==> src/sv/tods_pkg.sv <==
// Shared types and constants for the time-of-day sync pulse timer.
package tods_pkg;

    // Field and register widths
    localparam int TIME_W  = 32;
    localparam int TICK_W  = 31;
    localparam int PULSE_W = 16;
    localparam int COUNT_W = 8;
    localparam int CFG_W   = 31;
    localparam int CFG_IDX_W = 3;
    localparam int KIND_W  = 2;
    localparam int IN_DATA_W  = 32;
    localparam int OUT_DATA_W = 48;

    // Remainder unit: magnitude width of the dividend, two bits per step
    localparam int NUM_W = 34;
    localparam int WIDE_W = NUM_W + 1;
    localparam int STEPS = NUM_W / 2;
    localparam int CNT_W = $clog2(STEPS);

    // Item kinds
    localparam logic [KIND_W-1:0] KIND_TICK = 2'd0;
    localparam logic [KIND_W-1:0] KIND_SET  = 2'd1;
    localparam logic [KIND_W-1:0] KIND_ADD  = 2'd2;

    // Register indexes
    localparam logic [CFG_IDX_W-1:0] CFG_DAY_LENGTH  = 3'd0;
    localparam logic [CFG_IDX_W-1:0] CFG_SYNC_PERIOD = 3'd1;
    localparam logic [CFG_IDX_W-1:0] CFG_SYNC_PULSE  = 3'd2;
    localparam logic [CFG_IDX_W-1:0] CFG_SYNC_EXTRA  = 3'd3;
    localparam logic [CFG_IDX_W-1:0] CFG_GPS_LEAD    = 3'd4;

    // Register reset values
    localparam logic [TICK_W-1:0]  DAY_LENGTH_RST  = 31'd86400000;
    localparam logic [TICK_W-1:0]  SYNC_PERIOD_RST = 31'd1000;
    localparam logic [PULSE_W-1:0] SYNC_PULSE_RST  = 16'd100;
    localparam logic [PULSE_W-1:0] SYNC_EXTRA_RST  = 16'd0;
    localparam logic [TICK_W-1:0]  GPS_LEAD_RST    = 31'd500;

    typedef enum logic [1:0] {
        ST_IDLE,
        ST_DIV_DAY,
        ST_DIV_PER,
        ST_DONE
    } tods_state_t;

endpackage

==> src/sv/time_of_day_sync_pulse_timer.sv <==
// Time-of-day tick counter with period countdown, sync pulse and GPS power strobe.
//
// Each input transfer (tuser = kind, tdata = tick_value) yields one result transfer.
// The sequencer takes a tick item, an add item while the time is not valid or an
// unused kind from idle straight to the done state, where the result register loads.
// A set item, or an add item with valid time, first runs through one shared remainder
// unit that retires two dividend bits per cycle: the remainder by the day length, then,
// unless the new time comes out negative, the remainder by the sync period. s_tready
// is high only while the sequencer is idle; a finished result waits in the output
// register without blocking the next transfer in, and the next result holds the
// sequencer until that register frees up. Registers are written through
// cfg_we/cfg_index/cfg_wdata while no item is in flight; the user must keep to this,
// as the block itself does not enforce it. Indexes past the last register are
// ignored.
module time_of_day_sync_pulse_timer
    import tods_pkg::*;
(
    input  logic                  aclk,
    input  logic                  aresetn,
    // [31:0] tick_value
    input  logic [IN_DATA_W-1:0]  s_tdata,
    // [1:0] kind
    input  logic [KIND_W-1:0]     s_tuser,
    input  logic                  s_tvalid,
    output logic                  s_tready,
    // [31:0] time_of_day, [32] time_valid, [33] sync_level,
    // [34] gps_power_strobe, [42:35] sync_count, [47:43] zero
    output logic [OUT_DATA_W-1:0] m_tdata,
    output logic                  m_tvalid,
    input  logic                  m_tready,
    input  logic                  cfg_we,
    input  logic [CFG_IDX_W-1:0]  cfg_index,
    input  logic [CFG_W-1:0]      cfg_wdata
);

    tods_state_t state_reg, state_next;

    // Configuration
    logic [TICK_W-1:0]  day_len_reg, period_reg, lead_reg;
    logic [PULSE_W-1:0] pulse_len_reg, extra_reg;

    // Timer state
    logic signed [TIME_W-1:0] day_reg, day_next;
    logic                     valid_reg, valid_next;
    logic [TIME_W-1:0]        cd_reg, cd_next;
    logic [PULSE_W-1:0]       pr_reg, pr_next;
    logic [COUNT_W-1:0]       cnt_pulse_reg, cnt_pulse_next;
    logic                     line_reg, line_next;
    logic                     strobe_reg, strobe_next;

    // Remainder unit
    logic [NUM_W-1:0]  num_reg, num_next;
    logic [TICK_W-1:0] rem_reg, rem_next;
    logic [CNT_W-1:0]  step_reg, step_next;
    logic              a_neg_reg, a_neg_next;
    logic              b_neg_reg, b_neg_next;
    logic [NUM_W-1:0]  b_mag_reg, b_mag_next;

    // Output register
    logic [OUT_DATA_W-1:0] m_tdata_reg, m_tdata_next;
    logic                  m_tvalid_reg, m_tvalid_next;

    logic                  in_xfer;
    logic                  out_free;
    logic                  last_step;
    logic                  day_rem_neg;
    logic [TICK_W-1:0]     eff_day, eff_per, divisor;
    logic [TICK_W:0]       r1_raw, r2_raw;
    logic [TICK_W-1:0]     r1, rem_step;
    logic signed [WIDE_W-1:0] t_wide, a_wide, b_wide;
    logic [WIDE_W-1:0]     a_abs, b_abs;
    logic signed [TIME_W:0] day_inc;
    logic                  is_load;

    assign eff_day = (day_len_reg == '0) ? TICK_W'(1) : day_len_reg;
    assign eff_per = (period_reg == '0) ? TICK_W'(1) : period_reg;
    assign divisor = (state_reg == ST_DIV_DAY) ? eff_day : eff_per;

    assign in_xfer   = s_tvalid && s_tready;
    assign out_free  = !m_tvalid_reg || m_tready;
    assign last_step = (step_reg == CNT_W'(STEPS - 1));
    assign is_load   = (s_tuser == KIND_SET) || ((s_tuser == KIND_ADD) && valid_reg);

    // Two restoring compare-subtract steps of the shared remainder unit
    always_comb begin
        r1_raw = {rem_reg, num_reg[NUM_W-1]};
        r1 = (r1_raw >= {1'b0, divisor}) ? TICK_W'(r1_raw - {1'b0, divisor})
                                         : r1_raw[TICK_W-1:0];
        r2_raw = {r1, num_reg[NUM_W-2]};
        rem_step = (r2_raw >= {1'b0, divisor}) ? TICK_W'(r2_raw - {1'b0, divisor})
                                               : r2_raw[TICK_W-1:0];
    end

    assign day_rem_neg = a_neg_reg && (rem_step != '0);

    // Wide operands for a load: t, t + D and t + D - S - E
    always_comb begin
        if (s_tuser == KIND_SET) begin
            t_wide = WIDE_W'($signed(s_tdata));
        end else begin
            t_wide = WIDE_W'(day_reg) + WIDE_W'($signed(s_tdata));
        end
        a_wide = t_wide + $signed({{(WIDE_W-TICK_W){1'b0}}, eff_day});
        b_wide = a_wide - $signed({{(WIDE_W-PULSE_W){1'b0}}, pulse_len_reg})
                        - $signed({{(WIDE_W-PULSE_W){1'b0}}, extra_reg});
        a_abs = a_wide[WIDE_W-1] ? WIDE_W'(-a_wide) : WIDE_W'(a_wide);
        b_abs = b_wide[WIDE_W-1] ? WIDE_W'(-b_wide) : WIDE_W'(b_wide);
    end

    assign day_inc = (TIME_W+1)'(day_reg) + (TIME_W+1)'(1);

    // Next state
    always_comb begin
        state_next = state_reg;
        case (state_reg)
            ST_IDLE: begin
                if (in_xfer) begin
                    state_next = is_load ? ST_DIV_DAY : ST_DONE;
                end
            end
            ST_DIV_DAY: begin
                if (last_step) begin
                    state_next = day_rem_neg ? ST_DONE : ST_DIV_PER;
                end
            end
            ST_DIV_PER: begin
                if (last_step) begin
                    state_next = ST_DONE;
                end
            end
            ST_DONE: begin
                if (out_free) begin
                    state_next = ST_IDLE;
                end
            end
            default: state_next = ST_IDLE;
        endcase
    end

    // Sequencer outputs
    always_comb begin
        s_tready = 1'b0;
        case (state_reg)
            ST_IDLE:    s_tready = 1'b1;
            ST_DIV_DAY: s_tready = 1'b0;
            ST_DIV_PER: s_tready = 1'b0;
            ST_DONE:    s_tready = 1'b0;
            default:    s_tready = 1'b0;
        endcase
    end

    // Datapath
    always_comb begin
        day_next       = day_reg;
        valid_next     = valid_reg;
        cd_next        = cd_reg;
        pr_next        = pr_reg;
        cnt_pulse_next = cnt_pulse_reg;
        line_next      = line_reg;
        strobe_next    = strobe_reg;
        num_next       = num_reg;
        rem_next       = rem_reg;
        step_next      = step_reg;
        a_neg_next     = a_neg_reg;
        b_neg_next     = b_neg_reg;
        b_mag_next     = b_mag_reg;
        m_tdata_next   = m_tdata_reg;
        m_tvalid_next  = m_tvalid_reg;

        if (m_tvalid_reg && m_tready) begin
            m_tvalid_next = 1'b0;
        end

        case (state_reg)
            ST_IDLE: begin
                if (in_xfer) begin
                    strobe_next = 1'b0;
                    step_next   = '0;
                    rem_next    = '0;
                    num_next    = a_abs[NUM_W-1:0];
                    a_neg_next  = a_wide[WIDE_W-1];
                    b_neg_next  = b_wide[WIDE_W-1];
                    b_mag_next  = b_abs[NUM_W-1:0];
                    if (s_tuser == KIND_TICK) begin
                        if (day_inc >= $signed({2'b00, eff_day})) begin
                            day_next = '0;
                        end else begin
                            day_next = day_inc[TIME_W-1:0];
                        end
                        strobe_next = (cd_reg == {1'b0, lead_reg});
                        if (cd_reg == TIME_W'(1)) begin
                            cd_next = {1'b0, eff_per};
                            if (valid_reg) begin
                                pr_next        = pulse_len_reg;
                                line_next      = 1'b1;
                                cnt_pulse_next = cnt_pulse_reg + COUNT_W'(1);
                            end
                        end else begin
                            cd_next = cd_reg - TIME_W'(1);
                            if (pr_reg != '0) begin
                                pr_next = pr_reg - PULSE_W'(1);
                                // drop the line as the pulse runs out
                                if (pr_reg == PULSE_W'(1)) begin
                                    line_next = 1'b0;
                                end
                            end
                        end
                    end
                end
            end
            ST_DIV_DAY, ST_DIV_PER: begin
                rem_next  = rem_step;
                num_next  = {num_reg[NUM_W-3:0], 2'b00};
                step_next = step_reg + CNT_W'(1);
                if (last_step) begin
                    step_next = '0;
                    rem_next  = '0;
                    num_next  = b_mag_reg;
                    if (state_reg == ST_DIV_DAY) begin
                        day_next = a_neg_reg ? -$signed({1'b0, rem_step})
                                             : $signed({1'b0, rem_step});
                        if (!day_rem_neg) begin
                            valid_next = 1'b1;
                        end
                    end else begin
                        cd_next = b_neg_reg ? (TIME_W'(eff_per) + TIME_W'(rem_step))
                                            : (TIME_W'(eff_per) - TIME_W'(rem_step));
                    end
                end
            end
            ST_DONE: begin
                if (out_free) begin
                    m_tvalid_next = 1'b1;
                    m_tdata_next  = {5'b00000, cnt_pulse_reg, strobe_reg, line_reg,
                                     valid_reg, day_reg};
                end
            end
            default: ;
        endcase
    end

    always_ff @(posedge aclk) begin
        if (!aresetn) begin
            state_reg     <= ST_IDLE;
            day_reg       <= '0;
            valid_reg     <= 1'b0;
            cd_reg        <= {1'b0, SYNC_PERIOD_RST};
            pr_reg        <= '0;
            cnt_pulse_reg <= '0;
            line_reg      <= 1'b0;
            strobe_reg    <= 1'b0;
            step_reg      <= '0;
            m_tvalid_reg  <= 1'b0;
        end else begin
            state_reg     <= state_next;
            day_reg       <= day_next;
            valid_reg     <= valid_next;
            cd_reg        <= cd_next;
            pr_reg        <= pr_next;
            cnt_pulse_reg <= cnt_pulse_next;
            line_reg      <= line_next;
            strobe_reg    <= strobe_next;
            step_reg      <= step_next;
            m_tvalid_reg  <= m_tvalid_next;
        end
    end

    always_ff @(posedge aclk) begin
        num_reg     <= num_next;
        rem_reg     <= rem_next;
        a_neg_reg   <= a_neg_next;
        b_neg_reg   <= b_neg_next;
        b_mag_reg   <= b_mag_next;
        m_tdata_reg <= m_tdata_next;
    end

    always_ff @(posedge aclk) begin
        if (!aresetn) begin
            day_len_reg   <= DAY_LENGTH_RST;
            period_reg    <= SYNC_PERIOD_RST;
            pulse_len_reg <= SYNC_PULSE_RST;
            extra_reg     <= SYNC_EXTRA_RST;
            lead_reg      <= GPS_LEAD_RST;
        end else if (cfg_we) begin
            case (cfg_index)
                CFG_DAY_LENGTH:  day_len_reg   <= cfg_wdata[TICK_W-1:0];
                CFG_SYNC_PERIOD: period_reg    <= cfg_wdata[TICK_W-1:0];
                CFG_SYNC_PULSE:  pulse_len_reg <= cfg_wdata[PULSE_W-1:0];
                CFG_SYNC_EXTRA:  extra_reg     <= cfg_wdata[PULSE_W-1:0];
                CFG_GPS_LEAD:    lead_reg      <= cfg_wdata[TICK_W-1:0];
                default: ;
            endcase
        end
    end

    assign m_tdata  = m_tdata_reg;
    assign m_tvalid = m_tvalid_reg;

    // The countdown reloads before it reaches zero
    a_cd_nonzero: assert property (@(posedge aclk) disable iff (!aresetn)
        cd_reg != '0)
        else $error("period countdown reached zero");

    // The partial remainder stays below the divisor while dividing
    a_rem_bound: assert property (@(posedge aclk) disable iff (!aresetn)
        (state_reg == ST_DIV_DAY || state_reg == ST_DIV_PER) |-> (rem_reg < divisor))
        else $error("partial remainder out of range");

    // An accepted transfer closes the input until its result is registered
    a_busy_after_xfer: assert property (@(posedge aclk) disable iff (!aresetn)
        (s_tvalid && s_tready) |=> !s_tready)
        else $error("input accepted while busy");

endmodule
==> config.mk <==
export PLATFORM = sky130hd
export DESIGN_NAME = time_of_day_sync_pulse_timer
export DESIGN_NICKNAME = d
export VERILOG_FILES = /design/src/sv/tods_pkg.sv /design/src/sv/time_of_day_sync_pulse_timer.sv
export SDC_FILE = /design/constraint.sdc
export NUM_CORES = 2
export LEC_CHECK = 0
export BUFFER_PORTS_ARGS = -buffer_cell sky130_fd_sc_hd__buf_2
export CORE_ASPECT_RATIO = 1.1
export CORE_MARGIN = 4
export CORE_UTILIZATION = 40
export DETAILED_ROUTE_END_ITERATION = 7
export PLACE_DENSITY_LB_ADDON = 0.08
export SYNTH_ARGS = -nofsm -noshare
export SYNTH_HDL_FRONTEND = slang
export SYNTH_SLANG_ARGS = --single-unit
==> constraint.sdc <==
create_clock -name aclk -period 21.1 [get_ports aclk]
set_input_delay 3.165 -clock aclk [delete_from_list [all_inputs] [get_ports aclk]]
set_output_delay 3.165 -clock aclk [all_outputs]
set_load 0.05 [all_outputs]
======== Word level (Yosys, flattened, before mapping) ========
Cells that the tools add are included.
Widths: inputs -> output; s select.
word-level totals
  register bits ........................... 368
  input bits .............................. 73
  output and inout bits ................... 50
  logic and storage cells ................. 147
operators by class
  $add $sub $neg .......................... 16
  $lt $le $gt $ge ......................... 3
  equality and inequality tests ........... 22
  muxes and demuxes ....................... 50
  bitwise operators ....................... 1
  reduce and logical (&&, ||, !) cells .... 34
operators by type and width
  operator               count
  $mux 32                12
  $mux 31                7
  $mux 34                4
  $pmux 32 s2            2
  $sub 35x17->35         2
  $neg 34->34            2
  $pmux 34 s2            1
  $ge 32x31->1           2
  $logic_not 31->1       2
  $pmux 31 s2            1
  $sub 31x31->31         2
  $mux 16                3
  $add 35x32->35         1
  $mux 35                1
  $add 32x2->33 const B  1
  $add 32x32->33         1
  $ge 33x32->1           1
  $add 31x31->32         1
  $eq 32x1->1 const B    1
  $eq 32x31->1           1
  $neg 31->32            1
  $sub 31x31->32         1
  $sub 32x1->32 const B  1
  $reduce_bool 31->1     1
  other kinds (31)       74

======== Depth between registers and ports, before layout ========
  depth after elaboration ................. 12
  depth in mapped cells ................... 47
  gate-level depth less buffers ........... 41

======== Worst setup path before layout ========
OpenSTA, ideal clock, no wires.
  kind .................................... in2reg
  from .................................... input port s_tdata[0]
  to ...................................... register b_mag_reg[32] (data pin)
  setup time .............................. 0.260 ns
  data arrival time ....................... 10.287 ns
  data required time ...................... 20.840 ns
  slack ................................... 10.553 ns
  cell stages on the path ................. 35
  buffers on the path ..................... 3
  cell sequence ........................... ha_1 -> fa_1 -> a211oi_1 -> nor2_1 -> o21a_1 -> o21ai_0 -> nand2b_1 -> a21oi_1 -> xor2_1 -> o21ai_0 -> ha_1 -> a21o_1 -> a21oi_1 -> o21ai_0 -> o21ai_0 -> a21boi_0 -> o21ai_0 -> a21boi_0 -> or2_2 -> clkbuf_1 -> fa_1 -> inv_1 -> ha_1 -> clkbuf_1 -> nand4_1 -> inv_1 -> a221o_1 -> or3_1 -> clkbuf_1 -> xor2_1 -> nor4_1 -> nand3_1 -> a2111oi_1 -> a41oi_1 -> xnor2_1
on the way
  longest elaborated chain between the ends .. 7
ends and longest elaborated chain
  element               RTL line                             text
  start, declared       time_of_day_sync_pulse_timer.sv:21   input logic [IN_DATA_W-1:0] s_tdata,
  $add 32x32->33        time_of_day_sync_pulse_timer.sv:101  t_wide = WIDE_W'(day_reg) + WIDE_W'($signed(s_tdata));
  $mux 35 *             time_of_day_sync_pulse_timer.sv:98   if (s_tuser == KIND_SET) begin
  $add 35x32->35 *      time_of_day_sync_pulse_timer.sv:103  a_wide = t_wide + $signed({{(WIDE_W-TICK_W){1'b0}}, eff_day});
  $sub 35x17->35 *      time_of_day_sync_pulse_timer.sv:104  b_wide = a_wide - $signed({{(WIDE_W-PULSE_W){1'b0}}, pulse_len_reg})
  $sub 35x17->35 *      time_of_day_sync_pulse_timer.sv:105  - $signed({{(WIDE_W-PULSE_W){1'b0}}, extra_reg});
  $neg 34->34           time_of_day_sync_pulse_timer.sv:107  b_abs = b_wide[WIDE_W-1] ? WIDE_W'(-b_wide) : WIDE_W'(b_wide);
  $mux 34 *             time_of_day_sync_pulse_timer.sv:107
  via b_abs[32]         time_of_day_sync_pulse_timer.sv:71   logic [WIDE_W-1:0] a_abs, b_abs;
  end signal, assigned  time_of_day_sync_pulse_timer.sv:273  b_mag_reg <= b_mag_next;
  end, declared         time_of_day_sync_pulse_timer.sv:57   logic [NUM_W-1:0] b_mag_reg, b_mag_next;
Mark *: on every way through the listed nets, which the timed path passes. The rest lies on a longest branch.
A chain may end at the register's enable or synchronous reset.

======== Final worst setup path ========
  from .................................... register state_reg[1]
  to ...................................... register cd_reg[31]
on the way
  longest elaborated chain between the ends .. 11
  elaborated cells between the ends (all ways) .. 27
  classes of those cells .................. add/sub: 4; order compare: 2; eq/ne: 7; mux: 8; reduce/logical: 6
ends and longest elaborated chain
  element                                                  RTL line                                                                  text
  start, declared                                          time_of_day_sync_pulse_timer.sv:36                                        tods_state_t state_reg, state_next;
  start signal, assigned                                   time_of_day_sync_pulse_timer.sv:255                                       state_reg <= state_next;
  $eq 2x1->1                                               --
  $mux 31                                                  time_of_day_sync_pulse_timer.sv:77                                        assign divisor = (state_reg == ST_DIV_DAY) ? eff_day : eff_per;
  $sub 31x31->31 / $ge 32x31->1 (equally long branches)    time_of_day_sync_pulse_timer.sv:87                                        r1 = (r1_raw >= {1'b0, divisor}) ? TICK_W'(r1_raw - {1'b0, divisor})
  $mux 31                                                  time_of_day_sync_pulse_timer.sv:87
  $sub 31x31->31 / $ge 32x31->1 (equally long branches)    time_of_day_sync_pulse_timer.sv:90                                        rem_step = (r2_raw >= {1'b0, divisor}) ? TICK_W'(r2_raw - {1'b0, divisor})
  $mux 31                                                  time_of_day_sync_pulse_timer.sv:90
  $sub 31x31->32 / $add 31x31->32 (equally long branches)  time_of_day_sync_pulse_timer.sv:227, time_of_day_sync_pulse_timer.sv:226
  $mux 32                                                  time_of_day_sync_pulse_timer.sv:226                                       cd_next = b_neg_reg ? (TIME_W'(eff_per) + TIME_W'(rem_step))
  $mux 32                                                  time_of_day_sync_pulse_timer.sv:219                                       if (state_reg == ST_DIV_DAY) begin
  $mux 32                                                  time_of_day_sync_pulse_timer.sv:215                                       if (last_step) begin
  $pmux 32 s2                                              time_of_day_sync_pulse_timer.sv:174                                       case (state_reg)
  end signal, assigned                                     time_of_day_sync_pulse_timer.sv:247                                       cd_reg <= {1'b0, SYNC_PERIOD_RST};
  end signal, assigned                                     time_of_day_sync_pulse_timer.sv:258                                       cd_reg <= cd_next;
  end, declared                                            time_of_day_sync_pulse_timer.sv:45                                        logic [TIME_W-1:0] cd_reg, cd_next;
Parallel ways exist; a longest one is shown, timed or not. The select of a mux whose other input is x is not followed.

==> flow_metrics.py <==
metrics = {
    "setup_path": {
        "slowest_delay_ns": 0.58,
        "cp_top_family": "compound AO/OA/AOI/OAI gates",
        "cp-startpoint": "state_reg[1]$_SDFFE_PN0P_",
        "cp.arrival_ns": 12.26,
        "cp_num_buf_inv": 5,
        "regToRegEndpoint": "cd_reg[31]$_SDFFE_PN0P_",
        "crit_type": "flop to flop",
        "crit_cells": 40,
        "r2r_start": "state_reg[1]$_SDFFE_PN0P_",
        "crit_path_end_kind": "flop",
        "r2r_slack_ns": 9.32,
        "slowest_stage": "or4b_4",
        "crit_path_max_fanout": 41,
        "worstPathRequired_ns": 21.58,
        "crit_path_end": "cd_reg[31]$_SDFFE_PN0P_",
        "cp-start-kind": "flop",
        "worstRegToRegCells": 40,
    },
    "floorplan": {
        "pin_count": 123,
        "fp.dieArea_mm2": 0.0848,
        "die_w_um": 278,
        "initial_core_util_pct": 40.5,
        "core_mm2": 0.0792,
        "num_rows": 108,
        "die_h_um": 305,
    },
    "layout": {
        "layout.nets": 4395,
        "register_area_mm2": 0.00881,
        "num-fill-cells": 8268,
        "syn_to_final_growth_pct": 8.51,
        "instances_no_fill": 5161,
        "multi_input_area_mm2": 0.0217,
        "drive_above_1_share_pct": 8.04,
        "largest_reg_flops": 43,
    },
    "clocking": {
        "htreeDepth": 2,
        "cts_setup_buffers": 0,
        "cts_buffers": 45,
        "clockBufferDepth": 3,
        "cts.sinks": 368,
        "cts_tree": "yes",
        "cts-root-buf": "clkbuf_16",
        "ctsHoldBuffers": 0,
        "path_clk_slew_ns": 0.06,
        "cts_resized": 0,
        "clkLatencyLatePin_ns": 0.61,
    },
    "timing": {
        "period_minus_slack_ns": 11.78,
        "hold_viol": 0,
        "slew_headroom_pct": 20.0,
        "final-setup-viol-count": 0,
        "finalMaxSlewViolations": 0,
        "finalSetupTns_ns": 0,
        "rsz0062_at_grt": "no",
        "finClkSkew_ns": 0.0356,
        "clock.fmax_mhz": 84.9,
        "tightest_slew_ns": 1.20,
        "timing.final.crit_share_pct": 55.8,
    },
    "routing": {
        "viasPerCell": 5.92,
        "vias": 30600,
        "drc": 0,
        "firstDrtPassIters": 6,
        "drtIter0Drc": 2555,
        "ant_nets": 0,
        "wire_per_inst_um": 24.1,
        "wl_um": 124000,
    },
    "grt": {
        "use_met2_pct": 45.8,
        "gr-usage-all-layers_pct": 28.0,
        "grt_max_degree": 77,
        "antenna_found_initial": 0,
        "grt_pass1_vias": 28800,
        "grt_busiest_layer": "met2",
        "met1_usage_pct": 37.5,
        "grtUsageMet3_pct": 3.15,
        "grt_pass1_wl_um": 184000,
        "globalRouteOverflowTotal": 0,
    },
    "place": {
        "dp_hpwl_um": 93800,
        "dp.cells": 5079,
        "port_buffers": 117,
        "gp_congestion": 0.940,
    },
    "synth": {
        "ys_warn_count": 0,
        "ys_ff_latch": 368,
        "synth_edf_count": 144,
        "syn_area_per_cell_um2": 7.75,
        "synthFlopType": "dfxtp_1",
        "syn_area_mm2": 0.0321,
        "ys_seq_area_share_pct": 27.5,
        "ys_types": 107,
        "synthCells": 4136,
        "async_flop_share_pct": 0,
    },
    "flow_run": {
        "maxCapViolCount": 0,
    },
    "outcome": {
        "outcome": "finished clean",
    },
    "worst_hold_path": {
        "min_path_type": "flop to flop",
    },
}
==> area by class of cell <==
| cell class | instances | share of cell area (%) |
|---|---|---|
| Antenna cell | 1 | 0.00719 |
| Timing Repair Buffer | 164 | 2.70 |
| Sequential cell | 368 | 25.3 |
| Clock inverter | 21 | 0.672 |
| Multi-Input combinational cell | 3351 | 62.3 |
| Tap cell | 1045 | 3.76 |
| Inverter | 151 | 1.64 |
| Clock buffer | 60 | 3.60 |
==> routing by layer <==
metal / vias to the layer above / part of all wire (%)
met5: - / 0
met4: 0 / 5.1
met3: 236 / 5.3
met2: 925 / 46
met1: 14600 / 44
li1: 14700 / -
==> layout by cell type, fill, tap and decap left out, types with 132 or more instances in the layout <==
cell type and count:
xnor2_1 213, dfxtp_1 224, nor2_1 347, nand2_1 556, xor2_1 132, inv_1 149
o21ai_0 211, edfxtp_1 144, ha_1 220, a21oi_1 414
==> Yosys cell counts, drive strengths merged, types with 14 or more instances <==
cell type | count | area share [%]
a21o | 92 | 2.2
or3 | 37 | 0.75
clkbuf | 235 | 2.8
dfxtp | 224 | 14
o211ai | 35 | 0.85
xor2 | 132 | 3.6
nor3 | 102 | 1.7
nor2b | 40 | 0.78
nand2 | 558 | 6.5
inv | 149 | 1.7
o31ai | 17 | 0.40
edfxtp | 144 | 13
fa | 19 | 1.2
nor2 | 348 | 4.1
nor4 | 49 | 1.0
nand4 | 41 | 0.87
and2 | 32 | 0.63
mux2 | 14 | 0.50
nand3 | 115 | 1.8
mux2i | 60 | 1.9
o21a | 33 | 0.77
and3 | 52 | 1.0
xnor2 | 213 | 5.8
a211oi | 72 | 1.7
a21oi | 415 | 6.5
a31oi | 67 | 1.4
o21bai | 28 | 0.66
or2 | 26 | 0.51
nor3b | 21 | 0.51
o21ai | 226 | 3.6
ha | 222 | 8.7
nand2b | 32 | 0.62
buf | 35 | 0.64
==> metrics by stage <==
stage                     setup slack, ns  utilization [%]  cell area [µm²]  hold slack (ns)
after floorplan                     10.55                -            32100            0.409
after global placement               9.16             42.1            33300            0.425
after detailed placement             9.06             42.1            33300            0.427
after CTS                            9.52             43.9            34800            0.442
after global routing                 8.53             43.9            34800            0.460
final                                9.32             43.9            34800            0.442
==> cell families after synthesis <==
family | share of synthesized area [%]
buffers and inverters | 5.15
AND/OR/NAND/NOR | 22.4
other | 0.0117
adder cells (fa/ha/maj) | 9.91
multiplexers | 2.40
AO/OA/AOI/OAI | 23.3
XOR/XNOR | 9.42
flip-flops | 27.5
==> worst reg2reg max path, delay by kind of cell (launching register included) <==
family	cells	cell delay (ns)
AOI/OAI and AO/OA	16	4.31
xor gates and xnor gates	1	0.31
adders and majority gates	4	1.74
buffers and inverters	5	1.54
DFF	1	0.33
muxes	3	0.81
and+or+nand+nor	11	2.61
==> worst min-delay path by stage <==
stage	from	to	cells after the start
6_report	line_reg$_SDFFE_PN0P_	m_tdata[33]$_DFFE_PP_	0
5_1_grt	line_reg$_SDFFE_PN0P_	m_tdata[33]$_DFFE_PP_	0
4_1_cts	line_reg$_SDFFE_PN0P_	m_tdata[33]$_DFFE_PP_	0
3_5_place_dp	line_reg$_SDFFE_PN0P_	m_tdata[33]$_DFFE_PP_	0
3_3_place_gp	line_reg$_SDFFE_PN0P_	m_tdata[33]$_DFFE_PP_	0
2_1_floorplan	line_reg$_SDFFE_PN0P_	m_tdata[33]$_DFFE_PP_	0
Power is not shown: default switching activity piles up to over one toggle a cycle in this logic, so the estimate is an artifact.
